===== src/rtl/tsr_pkg.sv =====
// Shared types, constants and arithmetic helpers for the three-shear address map.
`timescale 1ns / 1ps

package tsr_pkg;

	localparam int unsigned SUB_W        = 11;
	localparam int unsigned COEF_W       = 18;
	localparam int unsigned COORD_W      = 18;
	localparam int unsigned PROD_W       = COEF_W + COORD_W;
	localparam int unsigned FRAC_W       = 16;
	localparam int unsigned INDEX_W      = 22;
	localparam int unsigned CFG_IDX_W    = 3;
	localparam int unsigned CFG_DATA_W   = 18;

	localparam logic [SUB_W-1:0] MIN_SUB_SIZE = SUB_W'(16);
	localparam logic [SUB_W-1:0] MAX_SUB_SIZE = SUB_W'(1024);
	localparam logic [SUB_W-1:0] RST_SUB_SIZE = SUB_W'(256);

	localparam int unsigned MOD_W      = 16;
	localparam int unsigned MOD_STEPS  = 4;
	localparam int unsigned MOD_STAGES = 3;
	localparam int unsigned MOD_TOP    = MOD_STEPS * MOD_STAGES - 1;
	localparam int unsigned MOD_CMP_W  = MOD_W + SUB_W + 1;

	localparam logic [CFG_IDX_W-1:0] REG_MODE     = CFG_IDX_W'(0);
	localparam logic [CFG_IDX_W-1:0] REG_SUB_SIZE = CFG_IDX_W'(1);
	localparam logic [CFG_IDX_W-1:0] REG_SHIFT_X  = CFG_IDX_W'(2);
	localparam logic [CFG_IDX_W-1:0] REG_SHIFT_Y  = CFG_IDX_W'(3);
	localparam logic [CFG_IDX_W-1:0] REG_COEF_X   = CFG_IDX_W'(4);
	localparam logic [CFG_IDX_W-1:0] REG_COEF_Y   = CFG_IDX_W'(5);

	localparam logic MODE_PUSH = 1'b0;
	localparam logic MODE_PULL = 1'b1;

	typedef struct packed {
		logic signed [COORD_W-1:0] x;
		logic signed [COORD_W-1:0] y;
		logic                      ok;
	} pt_t;

	// restoring remainder: MOD_STEPS trial subtractions of fld << top down to fld << (top - 3)
	function automatic logic [MOD_W-1:0] rem_steps(
		input logic [MOD_W-1:0] r_in,
		input logic [SUB_W-1:0] fld,
		input int unsigned      top
	);
		logic [MOD_CMP_W-1:0] r;
		logic [MOD_CMP_W-1:0] d;
		int unsigned          i;
		r = MOD_CMP_W'(r_in);
		for (i = 0; i < MOD_STEPS; i++) begin
			d = MOD_CMP_W'(fld) << (top - i);
			if (r >= d) begin
				r = r - d;
			end
		end
		return r[MOD_W-1:0];
	endfunction

endpackage


===== src/rtl/tsr_mod.sv =====
// Three-stage pipelined remainder of both coordinates by the field side, applied when reduce is set.
`timescale 1ns / 1ps

module tsr_mod
	import tsr_pkg::*;
(
	input  logic             clk,
	input  logic             arst_n,
	input  logic             in_valid,
	output logic             in_ready,
	input  pt_t              in_pt,
	input  logic [SUB_W-1:0] fld,
	input  logic             reduce,
	output logic             out_valid,
	input  logic             out_ready,
	output pt_t              out_pt
);

	logic             v_s1, v_s2, v_s3;
	logic             en_s1, en_s2, en_s3;
	pt_t              pt_s1, pt_s2, pt_s3;
	logic [MOD_W-1:0] rx_s1, rx_s2, rx_s3;
	logic [MOD_W-1:0] ry_s1, ry_s2, ry_s3;

	assign en_s3    = !v_s3 || out_ready;
	assign en_s2    = !v_s2 || en_s3;
	assign en_s1    = !v_s1 || en_s2;
	assign in_ready = en_s1;

	always_ff @(posedge clk or negedge arst_n) begin
		if (!arst_n) begin
			v_s1 <= 1'b0;
			v_s2 <= 1'b0;
			v_s3 <= 1'b0;
		end else begin
			if (en_s1) v_s1 <= in_valid;
			if (en_s2) v_s2 <= v_s1;
			if (en_s3) v_s3 <= v_s2;
		end
	end

	always_ff @(posedge clk) begin
		if (en_s1) begin
			pt_s1 <= in_pt;
			rx_s1 <= rem_steps(in_pt.x[MOD_W-1:0], fld, MOD_TOP);
			ry_s1 <= rem_steps(in_pt.y[MOD_W-1:0], fld, MOD_TOP);
		end
		if (en_s2) begin
			pt_s2 <= pt_s1;
			rx_s2 <= rem_steps(rx_s1, fld, MOD_TOP - MOD_STEPS);
			ry_s2 <= rem_steps(ry_s1, fld, MOD_TOP - MOD_STEPS);
		end
		if (en_s3) begin
			pt_s3 <= pt_s2;
			rx_s3 <= rem_steps(rx_s2, fld, MOD_TOP - 2 * MOD_STEPS);
			ry_s3 <= rem_steps(ry_s2, fld, MOD_TOP - 2 * MOD_STEPS);
		end
	end

	always_comb begin
		out_pt = pt_s3;
		if (reduce) begin
			out_pt.x = $signed(COORD_W'(rx_s3));
			out_pt.y = $signed(COORD_W'(ry_s3));
		end
	end

	assign out_valid = v_s3;

endmodule


===== config.mk =====
export PLATFORM = sky130hd
export DESIGN_NAME = tsr_mod
export DESIGN_NICKNAME = d
export VERILOG_FILES = /design/src/rtl/tsr_pkg.sv /design/src/rtl/tsr_mod.sv
export SDC_FILE = /design/constraint.sdc
export NUM_CORES = 1
export LEC_CHECK = 0
export BUFFER_PORTS_ARGS = -buffer_cell sky130_fd_sc_hd__buf_2
export CAP_MARGIN = 30
export CORE_MARGIN = 2
export CORE_UTILIZATION = 60
export CTS_CLUSTER_SIZE = 20
export DETAILED_ROUTE_END_ITERATION = 10
export GPL_TIMING_DRIVEN = 0
export PLACE_DENSITY = 0.83
export SYNTH_ARGS = -nofsm -noshare
export SYNTH_HDL_FRONTEND = slang
export SYNTH_SLANG_ARGS = --single-unit

===== constraint.sdc =====
create_clock -name clk -period 13.7 [get_ports clk]
set_clock_uncertainty 0.1 [all_clocks]
set_input_delay 2.74 -clock clk [delete_from_list [all_inputs] [get_ports clk]]
set_output_delay 2.74 -clock clk [all_outputs]
set_load 0.03 [all_outputs]

==> impl_results.md <==
- DRT Pass-1 Iters: 5
- Die Area: 36700 µm²
- DP HPWL: 44.5 mm
- Hold depth: 0
- Gpl congestion: 0.912
- Most frequent cells in the layout: ha_1 (248), nor2_1 (197), a21oi_1 (186)
- Clock Sinks: 186
- Die height: 192 µm
- Slew HR: 30.8%
- CTS Buf Count: 17
- Hold Vio Cnt, Final: 0
- Commonest non-fill, non-tap cell in the layout: ha_1
- Synth Flop Type: edfxtp_1
- First-pass GRT wire length: 94.1 mm
- Largest fanout on the critical path: 23
- Maxcap violations: 0
- Critical path required time: 13820 ps
- Startpoint types: primary input
- Worst Setup End Kind: register
- Crit path DAT: 13520 ps
- Reg2reg path depth: 50
- IO Count: 92
- Post-synth EDFFs: 183
- Setup ws final: 293 ps
- GR Overflow Total: 0
- FP Rows: 68
- Mapped Cells: 2365
- Area grow syn2layout: 12.7%
- Fin crit period: 13410 ps
- Crit. path cell count: 50
- Later-pin clock latency in the skew report: 460 ps
- YS warnings: 0
- Final Max Tran Viols: 0
- Core area: 34600 µm²
- Post-synthesis sequential area ratio: 26.4%
- Share of flip-flops with an asynchronous set or reset: 1.61%
- DP Worst Slack: -2020 ps
- Number of global-route vias before repair: 19025
- Mean post-synth cell area: 8.92 µm²
- Routed Antenna Nets: 0
- Root buf cell: clkbuf_16
- Min-Delay Path Class: register to register
- CTS tree: done
- Die width: 192 µm
- Initial Utilization: 60.9%
- Layout cell share with drive strength beyond 1: 16.6%
- Largest net degree at the start of global routing: 50
- Vias per cell: 6.49
- Syn nets: 2690
- 1st-iter DRT viols: 1699
- Ant diodes: 0
- Period utilisation layout: 97.9%
- Bufs and invs on worst path: 7
- I/O Buffers: 90
- Via count of the routed design: 19415
- Final Setup Violations: 0
- FMAX: 0.0746 GHz
- Post-synthesis register bit count: 186
- Yosys cell types: 84
- WL final: 59.9 mm
- Status: completed
- Post-Syn Area: 21100 µm²
- Slowest CP cell: a2111oi_4
- Deepest clock path buffer count: 2
- Least-Margin Pin Slew: 1010 ps
- H-tree levels: 4
- Critical path type: primary input to register
- Crit-path max cell delay: 480 ps
- Overall Global Routing Usage: 32.1%
- NumNets Final: 2848
- Clock transition at the registers of the reported paths: 80 ps
- DRC violations left: 0
- Critical path's top delay family: compound AO/OA/AOI/OAI gates
- Routed wire per std cell: 20.0 µm
- Initial antenna violation count: 0
-- worst reg2reg max path, delay by kind of cell (launching register included) --
kind / cells / cell delay (ps)
AOI/OAI and AO/OA: 26 / 5330
and+or+nand+nor: 12 / 2190
adders and majority gates: 5 / 1680
buffers and inverters: 6 / 1120
DFF: 1 / 430
muxes: 1 / 320
-- layout make-up --
class / instances / area, µm²
sequential: 186 / 5570
timing repair inverter: 1 / 5.00
timing repair buffer: 140 / 1110
multi-input combinational: 2001 / 15100
tap: 455 / 569
buffer: 41 / 193
clock buffer: 17 / 425
fill: 2574 / 10800
inverter: 135 / 537
clock inverter: 15 / 243
-- metrics by stage --
step	area [µm²]	TNS, ps	hold slack [ps]	util (%)	cells
CTS	23300	0	324	67.4	2965
floorplan	21100	0	300	-	2365
global placement	22100	-98750	302	63.9	2910
detailed placement	22500	-68540	305	65.1	2928
finish	23800	0	323	68.7	2991
global route	23800	-1010	335	68.7	2991
-- synth_stat cells, drive strengths merged (9+ instances only) --
cell type  number  area (µm²)
a2111oi         9        78.8
a211o           9        78.8
a211oi         21         168
a21boi         26         195
a21o           94         706
a21oi         201        1020
a31oi          18         113
and2           19         119
and3           19         119
buf            15        73.8
clkbuf         28         105
edfxtp        183        5500
fa             24         480
ha            248        3100
inv           135         507
mux2          140        1580
mux2i          26         260
nand2         171         642
nand2b         33         206
nand3          48         240
nand4          50         334
nor2          200         751
nor2b          39         244
nor3           46         230
nor4           16         100
nor4b           9         100
o211ai         16         125
o21a           27         203
o21ai         145         726
o21bai         25         188
o31a           10        87.6
o31ai          19         143
or2            17         106
or3            11        68.8
or4            16         124
xnor2         114         998
xor2           56         490
-- layer usage --
metal	wire length (µm)	share of wire [%]	vias to the layer above	global-route usage, %
li1	-	-	9162	-
met3	3830	6.4	210	4.28
met2	29300	49	783	55.8
met5	0	0	-	0
met1	24400	41	9260	39.9
met4	2390	4.0	0	13.5
-- flip-flops by register name, summed over array words and instances (netlist names), 8 cells and up --
signal,count
ry_s2,12
rx_s3,16
ry_s3,16
rx_s1,8
rx_s2,12
ry_s1,8
pt_s2,37
pt_s3,36
pt_s1,37
-- logic make-up (layout without fill, tap and decap cells) --
logic type | count (synthesis) | in the layout | share of synthesized area (%)
adders and majority gates | 272 | 272 | 17.0
and+or+nand+nor | 719 | 719 | 17.0
buffers and inverters | 178 | 349 | 3.25
xor gates and xnor gates | 170 | 170 | 7.06
AOI/OAI and AO/OA | 674 | 674 | 20.5
muxes | 166 | 166 | 8.72
DFF | 186 | 186 | 26.4
-- final timing paths --
check	start	to	slack (ps)
setup reg to reg	pt_s1[8]	ry_s2[14]	2290
hold / removal	pt_s2[17]	pt_s3[17]	320
max in group asynchronous	arst_n	v_s1	11440
min in group asynchronous	arst_n	out_valid	1950
hold reg to reg	pt_s2[17]	pt_s3[17]	320
setup / recovery	fld[1]	ry_s2[14]	290
-- repair_timing --
action / 4_1_cts / 5_1_grt
pin swaps: 2 / 7
buffers inserted: 6 / 26
endpoints found under the setup margin: 68 / 72
gates resized for setup: 20 / 77
gates cloned: 1 / 0
hold buffers: 0 / 0
Power is left out: the tool's default activity adds up to more than one toggle a clock period on the data nets, which glitch-free logic cannot reach.
