### config.mk
export PLATFORM = sky130hd
export DESIGN_NAME = tsr_shear
export DESIGN_NICKNAME = d
export VERILOG_FILES = /design/src/rtl/tsr_pkg.sv /design/src/rtl/tsr_shear.sv
export SDC_FILE = /design/constraint.sdc
export NUM_CORES = 1
export LEC_CHECK = 0
export ABC_AREA = 0
export BUFFER_PORTS_ARGS = -buffer_cell sky130_fd_sc_hd__buf_4
export CORE_MARGIN = 3
export CORE_UTILIZATION = 64
export DETAILED_ROUTE_END_ITERATION = 10
export PLACE_DENSITY = 0.83
export SYNTH_ARGS = -nofsm -noshare
export SYNTH_HDL_FRONTEND = slang
export SYNTH_SLANG_ARGS = --single-unit
### constraint.sdc
create_clock -name clk -period 5.5 [get_ports clk]
set_input_delay 0 -clock clk [delete_from_list [all_inputs] [get_ports clk]]
set_output_delay 0 -clock clk [all_outputs]
set_load 0.02 [all_outputs]
### src/rtl/tsr_pkg.sv
// Shared types, constants and arithmetic helpers for the three-shear address map.
`timescale 1ns / 1ps

package tsr_pkg;

	localparam int unsigned SUB_W        = 11;
	localparam int unsigned COEF_W       = 18;
	localparam int unsigned COORD_W      = 18;
	localparam int unsigned PROD_W       = COEF_W + COORD_W;
	localparam int unsigned FRAC_W       = 16;
	localparam int unsigned INDEX_W      = 22;
	localparam int unsigned CFG_IDX_W    = 3;
	localparam int unsigned CFG_DATA_W   = 18;

	localparam logic [SUB_W-1:0] MIN_SUB_SIZE = SUB_W'(16);
	localparam logic [SUB_W-1:0] MAX_SUB_SIZE = SUB_W'(1024);
	localparam logic [SUB_W-1:0] RST_SUB_SIZE = SUB_W'(256);

	localparam int unsigned MOD_W      = 16;
	localparam int unsigned MOD_STEPS  = 4;
	localparam int unsigned MOD_STAGES = 3;
	localparam int unsigned MOD_TOP    = MOD_STEPS * MOD_STAGES - 1;
	localparam int unsigned MOD_CMP_W  = MOD_W + SUB_W + 1;

	localparam logic [CFG_IDX_W-1:0] REG_MODE     = CFG_IDX_W'(0);
	localparam logic [CFG_IDX_W-1:0] REG_SUB_SIZE = CFG_IDX_W'(1);
	localparam logic [CFG_IDX_W-1:0] REG_SHIFT_X  = CFG_IDX_W'(2);
	localparam logic [CFG_IDX_W-1:0] REG_SHIFT_Y  = CFG_IDX_W'(3);
	localparam logic [CFG_IDX_W-1:0] REG_COEF_X   = CFG_IDX_W'(4);
	localparam logic [CFG_IDX_W-1:0] REG_COEF_Y   = CFG_IDX_W'(5);

	localparam logic MODE_PUSH = 1'b0;
	localparam logic MODE_PULL = 1'b1;

	typedef struct packed {
		logic signed [COORD_W-1:0] x;
		logic signed [COORD_W-1:0] y;
		logic                      ok;
	} pt_t;

	// restoring remainder: MOD_STEPS trial subtractions of fld << top down to fld << (top - 3)
	function automatic logic [MOD_W-1:0] rem_steps(
		input logic [MOD_W-1:0] r_in,
		input logic [SUB_W-1:0] fld,
		input int unsigned      top
	);
		logic [MOD_CMP_W-1:0] r;
		logic [MOD_CMP_W-1:0] d;
		int unsigned          i;
		r = MOD_CMP_W'(r_in);
		for (i = 0; i < MOD_STEPS; i++) begin
			d = MOD_CMP_W'(fld) << (top - i);
			if (r >= d) begin
				r = r - d;
			end
		end
		return r[MOD_W-1:0];
	endfunction

endpackage

### src/rtl/tsr_shear.sv
// One shear: multiply stage, then round half away from zero and add.
`timescale 1ns / 1ps

module tsr_shear
	import tsr_pkg::*;
(
	input  logic                     clk,
	input  logic                     arst_n,
	input  logic                     in_valid,
	output logic                     in_ready,
	input  pt_t                      in_pt,
	input  logic signed [COEF_W-1:0] coef,
	input  logic                     upd_y,
	output logic                     out_valid,
	input  logic                     out_ready,
	output pt_t                      out_pt
);

	logic                      v_s1, v_s2;
	logic                      en_s1, en_s2;
	pt_t                       pt_s1, pt_s2;
	logic signed [PROD_W-1:0]  prod_s1;
	logic signed [PROD_W-1:0]  prod_d;
	logic signed [COORD_W-1:0] src;
	logic signed [PROD_W-1:0]  biased;
	logic signed [COORD_W-1:0] term;
	pt_t                       pt_d;

	assign en_s2    = !v_s2 || out_ready;
	assign en_s1    = !v_s1 || en_s2;
	assign in_ready = en_s1;

	assign src    = upd_y ? in_pt.x : in_pt.y;
	assign prod_d = coef * src;

	// ties away from zero: bias by one half, one less for negative products
	assign biased = prod_s1 + (prod_s1[PROD_W-1] ? PROD_W'(32767) : PROD_W'(32768));
	assign term   = $signed(biased[FRAC_W+COORD_W-1:FRAC_W]);

	always_comb begin
		pt_d = pt_s1;
		if (upd_y) begin
			pt_d.y = pt_s1.y + term;
		end else begin
			pt_d.x = pt_s1.x + term;
		end
	end

	always_ff @(posedge clk or negedge arst_n) begin
		if (!arst_n) begin
			v_s1 <= 1'b0;
			v_s2 <= 1'b0;
		end else begin
			if (en_s1) v_s1 <= in_valid;
			if (en_s2) v_s2 <= v_s1;
		end
	end

	always_ff @(posedge clk) begin
		if (en_s1) begin
			pt_s1   <= in_pt;
			prod_s1 <= prod_d;
		end
		if (en_s2) begin
			pt_s2 <= pt_d;
		end
	end

	assign out_valid = v_s2;
	assign out_pt    = pt_s2;

endmodule

==> flow_summary.json, run 1 <==
{
  "tritoncts.num_buffers": 9,
  "synthDominantCellAreaShare_pct": 36.5,
  "fp.dieW_um": 175,
  "drt_first_iter_violations": 1781,
  "antenna_cells": 0,
  "gp_congestion": 0.935,
  "starting_density_of_the_core_pct": 65.2,
  "avgRoutedWirePerCell_um": 21.5,
  "global_route.usage.met3_pct": 6.99,
  "rows": 61,
  "worst_r2r_path_cells": 20,
  "worst-path-max-fanout": 7,
  "cts_root_buf": "clkbuf_16",
  "regArea_mm2": 0.00332,
  "grt_pass1_wl_mm": 83.6,
  "port_buffers": 98,
  "worstReg2RegEnd": "out_pt[14]",
  "placeableCoreArea_mm2": 0.0279,
  "worst-slew-pin-transition_ns": 1.03,
  "area_growth_pct": 23.8,
  "synth.distinct_cells": 60,
  "groute.layer.met2.usage_pct": 59.0,
  "place_hpwl_mm": 37.4,
  "post_synth_main_area_contributors": "fa_1 36%, edfxtp_1 18%, ha_1 9.8%, inv_1 8.3%, and2_1 4.6%",
  "worst_setup_path_end_kind": "register",
  "timing.max_slew.rel_slack_pct": 31.6,
  "cp_slowest_stage_delay_ns": 0.55,
  "run_status": "complete, but fails checks",
  "final_cell_mix": "370 x inv_1, 306 x fa_1, 280 x buf_4, 185 x nand2_1, 122 x and2_1",
  "grt_setup_unrepaired": "yes",
  "critical_path.slowest_cell": "fa_1",
  "ys_seq_elements": 111,
  "viasPerCell": 5.97,
  "busiest_layer_in_global_routing": "met2",
  "critPathKind": "in2reg",
  "min_delay_worst_endpoint": "prod_s1[0]",
  "cp-start-kind": "input port",
  "maxCapViolCount": 0,
  "fin_nets": 2675,
  "layout_min_cycle_time_ns": 5.82,
  "drcViolationCount": 0,
  "synth_fp_nets": 2358,
  "yosysSeqAreaShare_pct": 18.3,
  "layout_commonest_cell": "inv_1",
  "worstReg2RegStart": "prod_s1[35]",
  "number_of_antenna_violations_at_the_first_check_in_global_routing": 0,
  "synth_largest_area_cell": "fa_1",
  "design.die.area_mm2": 0.0305,
  "grt_start_max_net_pins": 75,
  "groute.layer.met1.usage_pct": 44.8,
  "violated_checks": "negative setup slack",
  "layout.filler_cells": 1449,
  "post-route-util_pct": 80.7,
  "finalHoldWorstSlack_ns": 0.244,
  "dr_total_vias": 15072,
  "io-pin-count": 99,
  "worst-endpoint-arrival_ns": 5.93,
  "r2r_slack_ns": 0.13,
  "syn_area_mm2": 0.0182,
  "synthesized_area_per_cell_um2": 9.96,
  "hold_violations": 0,
  "synth_cells": 1825,
  "hold_path.class": "in2reg",
  "postSynth.topFlopCell": "edfxtp_1",
  "fin_max_slew_vios": 0,
  "drt_wl_total_mm": 54.4,
  "die_h_um": 175,
  "final_critical_path_setup_slack_ns": -0.315,
  "worst_hold_path.num_cells": 3,
  "groute.usage.overall_pct": 34.9,
  "multi_input_area_mm2": 0.0139,
  "insertion_delay_ns": 0.36,
  "dr.pass1.iters": 7,
  "grt_pass1_vias": 16169,
  "cp.required_ns": 5.61,
  "clock_path_buffers": 2,
  "worst_clock_skew_ns": 0.0155,
  "final.period_utilization_pct": 106,
  "setup_viol_count_final": 8,
  "numClockSinks": 111,
  "drive_above_1_share_pct": 24.3,
  "cts_tree": "yes",
  "ctsHtreeMaxLevel": 3,
  "max_freq_mhz": 172,
  "globalRoute.totalOverflow": 0,
  "ant_nets": 0,
  "hold_path.startpoint": "coef[0]",
  "synth_enable_flop_cells": 109,
  "postSynth.asyncResetShare_pct": 1.80,
  "worst_path_most_repeated_cell": "fa_1",
  "clock_transition_at_the_registers_of_the_reported_paths_ns": 0.09,
  "yosysWarnings": 0
}
==> sequential cells by signal (all words and copies together), names as in the netlist <==
name / count
out_pt: 37
out_valid: 1
prod_s1: 35
pt_d: 1
pt_s1: 36
v_s1: 1
==> kinds of logic (layout without fill, tap and decap cells) <==
family	Yosys count	after routing	share of synthesized area (%)
XOR/XNOR	79	79	3.81
AND/OR/NAND/NOR	500	500	13.8
adder cells (fa/ha/maj)	473	473	46.2
flip-flops	111	111	18.3
buffers and inverters	448	769	9.25
multiplexers	35	36	2.17
AO/OA/AOI/OAI	179	179	6.48
==> worst max path at each step <==
stage | startpoint | end | cells after the start
CTS | upd_y | prod_s1[32] | 25
global route | upd_y | prod_s1[32] | 26
detailed placement | upd_y | prod_s1[35] | 26
floorplan | upd_y | prod_s1[32] | 25
finish | upd_y | prod_s1[32] | 28
global placement | upd_y | prod_s1[35] | 26
==> metrics by stage <==
step | worst slack, ns | cells | TNS [ns] | cell area (um2)
floorplan | -0.378 | 1825 | -2.07 | 18500
global placement | -0.643 | 2418 | -5.39 | 20700
detailed placement | -0.801 | 2418 | -7.40 | 20700
CTS | -0.142 | 2512 | -0.353 | 22100
global route | -0.427 | 2525 | -2.82 | 22500
finish | -0.315 | 2525 | -1.20 | 22500
==> Yosys cell counts (all sizes together) (15+ instances only) <==
cell,n
a21o,21
a21oi,54
and2,134
clkbuf,42
edfxtp,109
fa,331
ha,142
inv,402
mux2,32
nand2,191
nand3,15
nor2,56
nor2b,37
o21ai,45
xnor2,56
xor2,23
==> layout make-up <==
class	count	area share (%)
Clock buffer	10	1.02
Clock inverter	6	0.278
Inverter	402	6.73
Multi-Input combinational cell	1267	61.9
Sequential cell	111	14.8
Tap cell	378	2.10
Timing Repair Buffer	351	13.2
==> critical path: cells and delay by family <==
kind,cells,cell delay [ns]
buffers and inverters,10,0.92
AOI/OAI and AO/OA,8,1.42
muxes,1,0.36
and+or+nand+nor,1,0.17
adders and majority gates,7,2.92
xor gates and xnor gates,1,0.10
==> metal layers <==
| metal | part of all wire, % | vias to the layer above | wire length [um] |
|---|---|---|---|
| met5 | 0 | - | 0 |
| met4 | 5.2 | 0 | 2840 |
| met3 | 11 | 262 | 6190 |
| met2 | 48 | 1052 | 26000 |
| met1 | 36 | 7455 | 19400 |
| li1 | - | 6303 | - |
==> timing repair <==
| action | in CTS | in global routing |
|---|---|---|
| hold buffers | 40 | 0 |
| resized for setup | 102 | 81 |
| endpoints found under the hold margin | 40 | 0 |
| pin swaps | 68 | 50 |
| gates cloned | 2 | 0 |
| setup endpoints to repair | 10 | 22 |
| setup buffers | 36 | 14 |
Power of run 1 is not shown: default switching activity piles up to over one toggle a cycle in this logic, so the estimate is an artifact.
==> run 2: changes to the inputs <==
--- a/config.mk
+++ b/config.mk
@@ -11,6 +11,7 @@
 export CORE_UTILIZATION = 64
 export DETAILED_ROUTE_END_ITERATION = 10
 export PLACE_DENSITY = 0.83
+export SKIP_LAST_GASP = 1
 export SYNTH_ARGS = -nofsm -noshare
 export SYNTH_HDL_FRONTEND = slang
 export SYNTH_SLANG_ARGS = --single-unit
==> constraint.sdc (replaced) <==
create_clock -name clk -period 5.5 [get_ports clk]
set_input_delay 0 -clock clk [delete_from_list [all_inputs] [get_ports clk]]
set_output_delay 0 -clock clk [all_outputs]
set_load 0.005 [all_outputs]
==> flow_summary.json, run 2 (synthesis results as in run 1) <==
{
  "drive_above_1_share_pct": 22.9,
  "timing.setup.tns_ns": -1.33,
  "hold_violations": 0,
  "antenna_cells": 0,
  "cp.required_ns": 5.62,
  "worst_setup_path_end_kind": "register",
  "cts_root_buf": "clkbuf_16",
  "final_critical_path_setup_slack_ns": -0.280,
  "grt_pass1_wl_mm": 83.6,
  "fin_nets": 2669,
  "grt_pass1_vias": 16087,
  "layout_commonest_cell": "inv_1",
  "dr_total_vias": 14885,
  "ctsHtreeMaxLevel": 3,
  "worst-slew-pin-transition_ns": 1.03,
  "avgRoutedWirePerCell_um": 21.0,
  "cp_top_family": "adder cells",
  "multi_input_area_mm2": 0.0139,
  "violated_checks": "negative setup slack",
  "worst_slack_at_placement_ns": -0.801,
  "regArea_mm2": 0.00332,
  "dr.pass1.iters": 6,
  "ant_nets": 0,
  "clock_transition_at_the_registers_of_the_reported_paths_ns": 0.08,
  "layout_min_cycle_time_ns": 5.78,
  "cts_tree": "yes",
  "io-pin-count": 99,
  "groute.usage.overall_pct": 34.9,
  "numClockSinks": 111,
  "insertion_delay_ns": 0.36,
  "critical_path.slowest_cell": "fa_1",
  "hold_path.class": "in2reg",
  "drt_first_iter_violations": 1569,
  "tritoncts.num_buffers": 9,
  "place_hpwl_mm": 37.4,
  "drt_wl_total_mm": 53.0,
  "die_h_um": 175,
  "crit_buf_inv": 8,
  "cp_slowest_stage_delay_ns": 0.59,
  "fp.dieW_um": 175,
  "post-route-util_pct": 80.2,
  "max_freq_mhz": 173,
  "globalRoute.totalOverflow": 0,
  "clock_path_buffers": 2,
  "final_cell_mix": "382 x inv_1, 312 x fa_1, 280 x buf_4, 187 x nand2_1, 124 x and2_1",
  "maxCapViolCount": 0,
  "run_status": "complete, but fails checks",
  "worst_path_most_repeated_cell": "fa_1",
  "area_growth_pct": 22.9,
  "worst_clock_skew_ns": 0.0142,
  "number_of_flip_flops_under_the_largest_register_name": 37,
  "timing.max_slew.rel_slack_pct": 31.3,
  "number_of_antenna_violations_at_the_first_check_in_global_routing": 0,
  "worst-path-max-fanout": 6,
  "port_buffers": 98,
  "design.die.area_mm2": 0.0305,
  "critPathKind": "in2reg",
  "final.period_utilization_pct": 105,
  "fin_max_slew_vios": 0,
  "drcViolationCount": 0,
  "layout.filler_cells": 1475,
  "setup_viol_count_final": 9,
  "cp-start-kind": "input port",
  "gp_congestion": 0.935,
  "placeableCoreArea_mm2": 0.0279,
  "grt_setup_unrepaired": "yes",
  "grt_start_max_net_pins": 75,
  "worst-endpoint-arrival_ns": 5.90,
  "rows": 61,
  "starting_density_of_the_core_pct": 65.2,
  "viasPerCell": 5.91
}
## run 2: cell types whose count changed in the layout (fill, tap and decap cells not counted), sizes merged
cell  change
buf       -6
## run 2: path summary, 6_finish.rpt
| path | from | end | slack [ns] | cells after the start |
|---|---|---|---|---|
| max | upd_y | prod_s1[32] | -0.28 | 26 |
| min | coef[0] | prod_s1[0] | 0.24 | 3 |
| max reg2reg | prod_s1[35] | out_pt[17] | 0.21 | 19 |
| min reg2reg | pt_d[0] | out_pt[0] | 0.44 | 0 |
| max in group asynchronous | arst_n | out_valid | 4.88 | 3 |
| min in group asynchronous | arst_n | v_s1 | 0.50 | 3 |
## run 2: timing repair
| item | in CTS | in global routing |
|---|---|---|
| hold buffers | 40 | 0 |
| pin swaps | 66 | 34 |
| gates cloned | 2 | 0 |
| resized for setup | 99 | 45 |
| endpoints found under the setup margin | 10 | 21 |
| buffers inserted | 36 | 9 |
| endpoints found under the hold margin | 40 | 0 |
## run 2: cell type report
class | count | share of cell area [%]
Clock buffer | 10 | 1.02
Clock inverter | 6 | 0.280
Inverter | 402 | 6.77
Multi-Input combinational cell | 1267 | 62.0
Sequential cell | 111 | 14.9
Tap cell | 378 | 2.12
Timing Repair Buffer | 345 | 12.9
## run 2: per-stage QoR
stage	hold WS [ns]	instances	area [um2]
CTS	0.224	2512	22100
global route	0.243	2519	22300
finish	0.235	2519	22300
global placement	-0.217	2418	20700
floorplan	-0.296	1825	18500
detailed placement	-0.217	2418	20700
## run 2: metal layers
metal / global-route usage (%) / part of all wire (%)
met1: 44.7 / 37
met2: 58.8 / 48
met3: 7.10 / 11
met4: 13.9 / 4.7
met5: 0 / 0
## run 2: tightest hold or removal path: stages
cell    delay [ns]
buf_4         0.12
buf_4         0.21
and2_1        0.14
Power of run 2 is left out for the same reason.
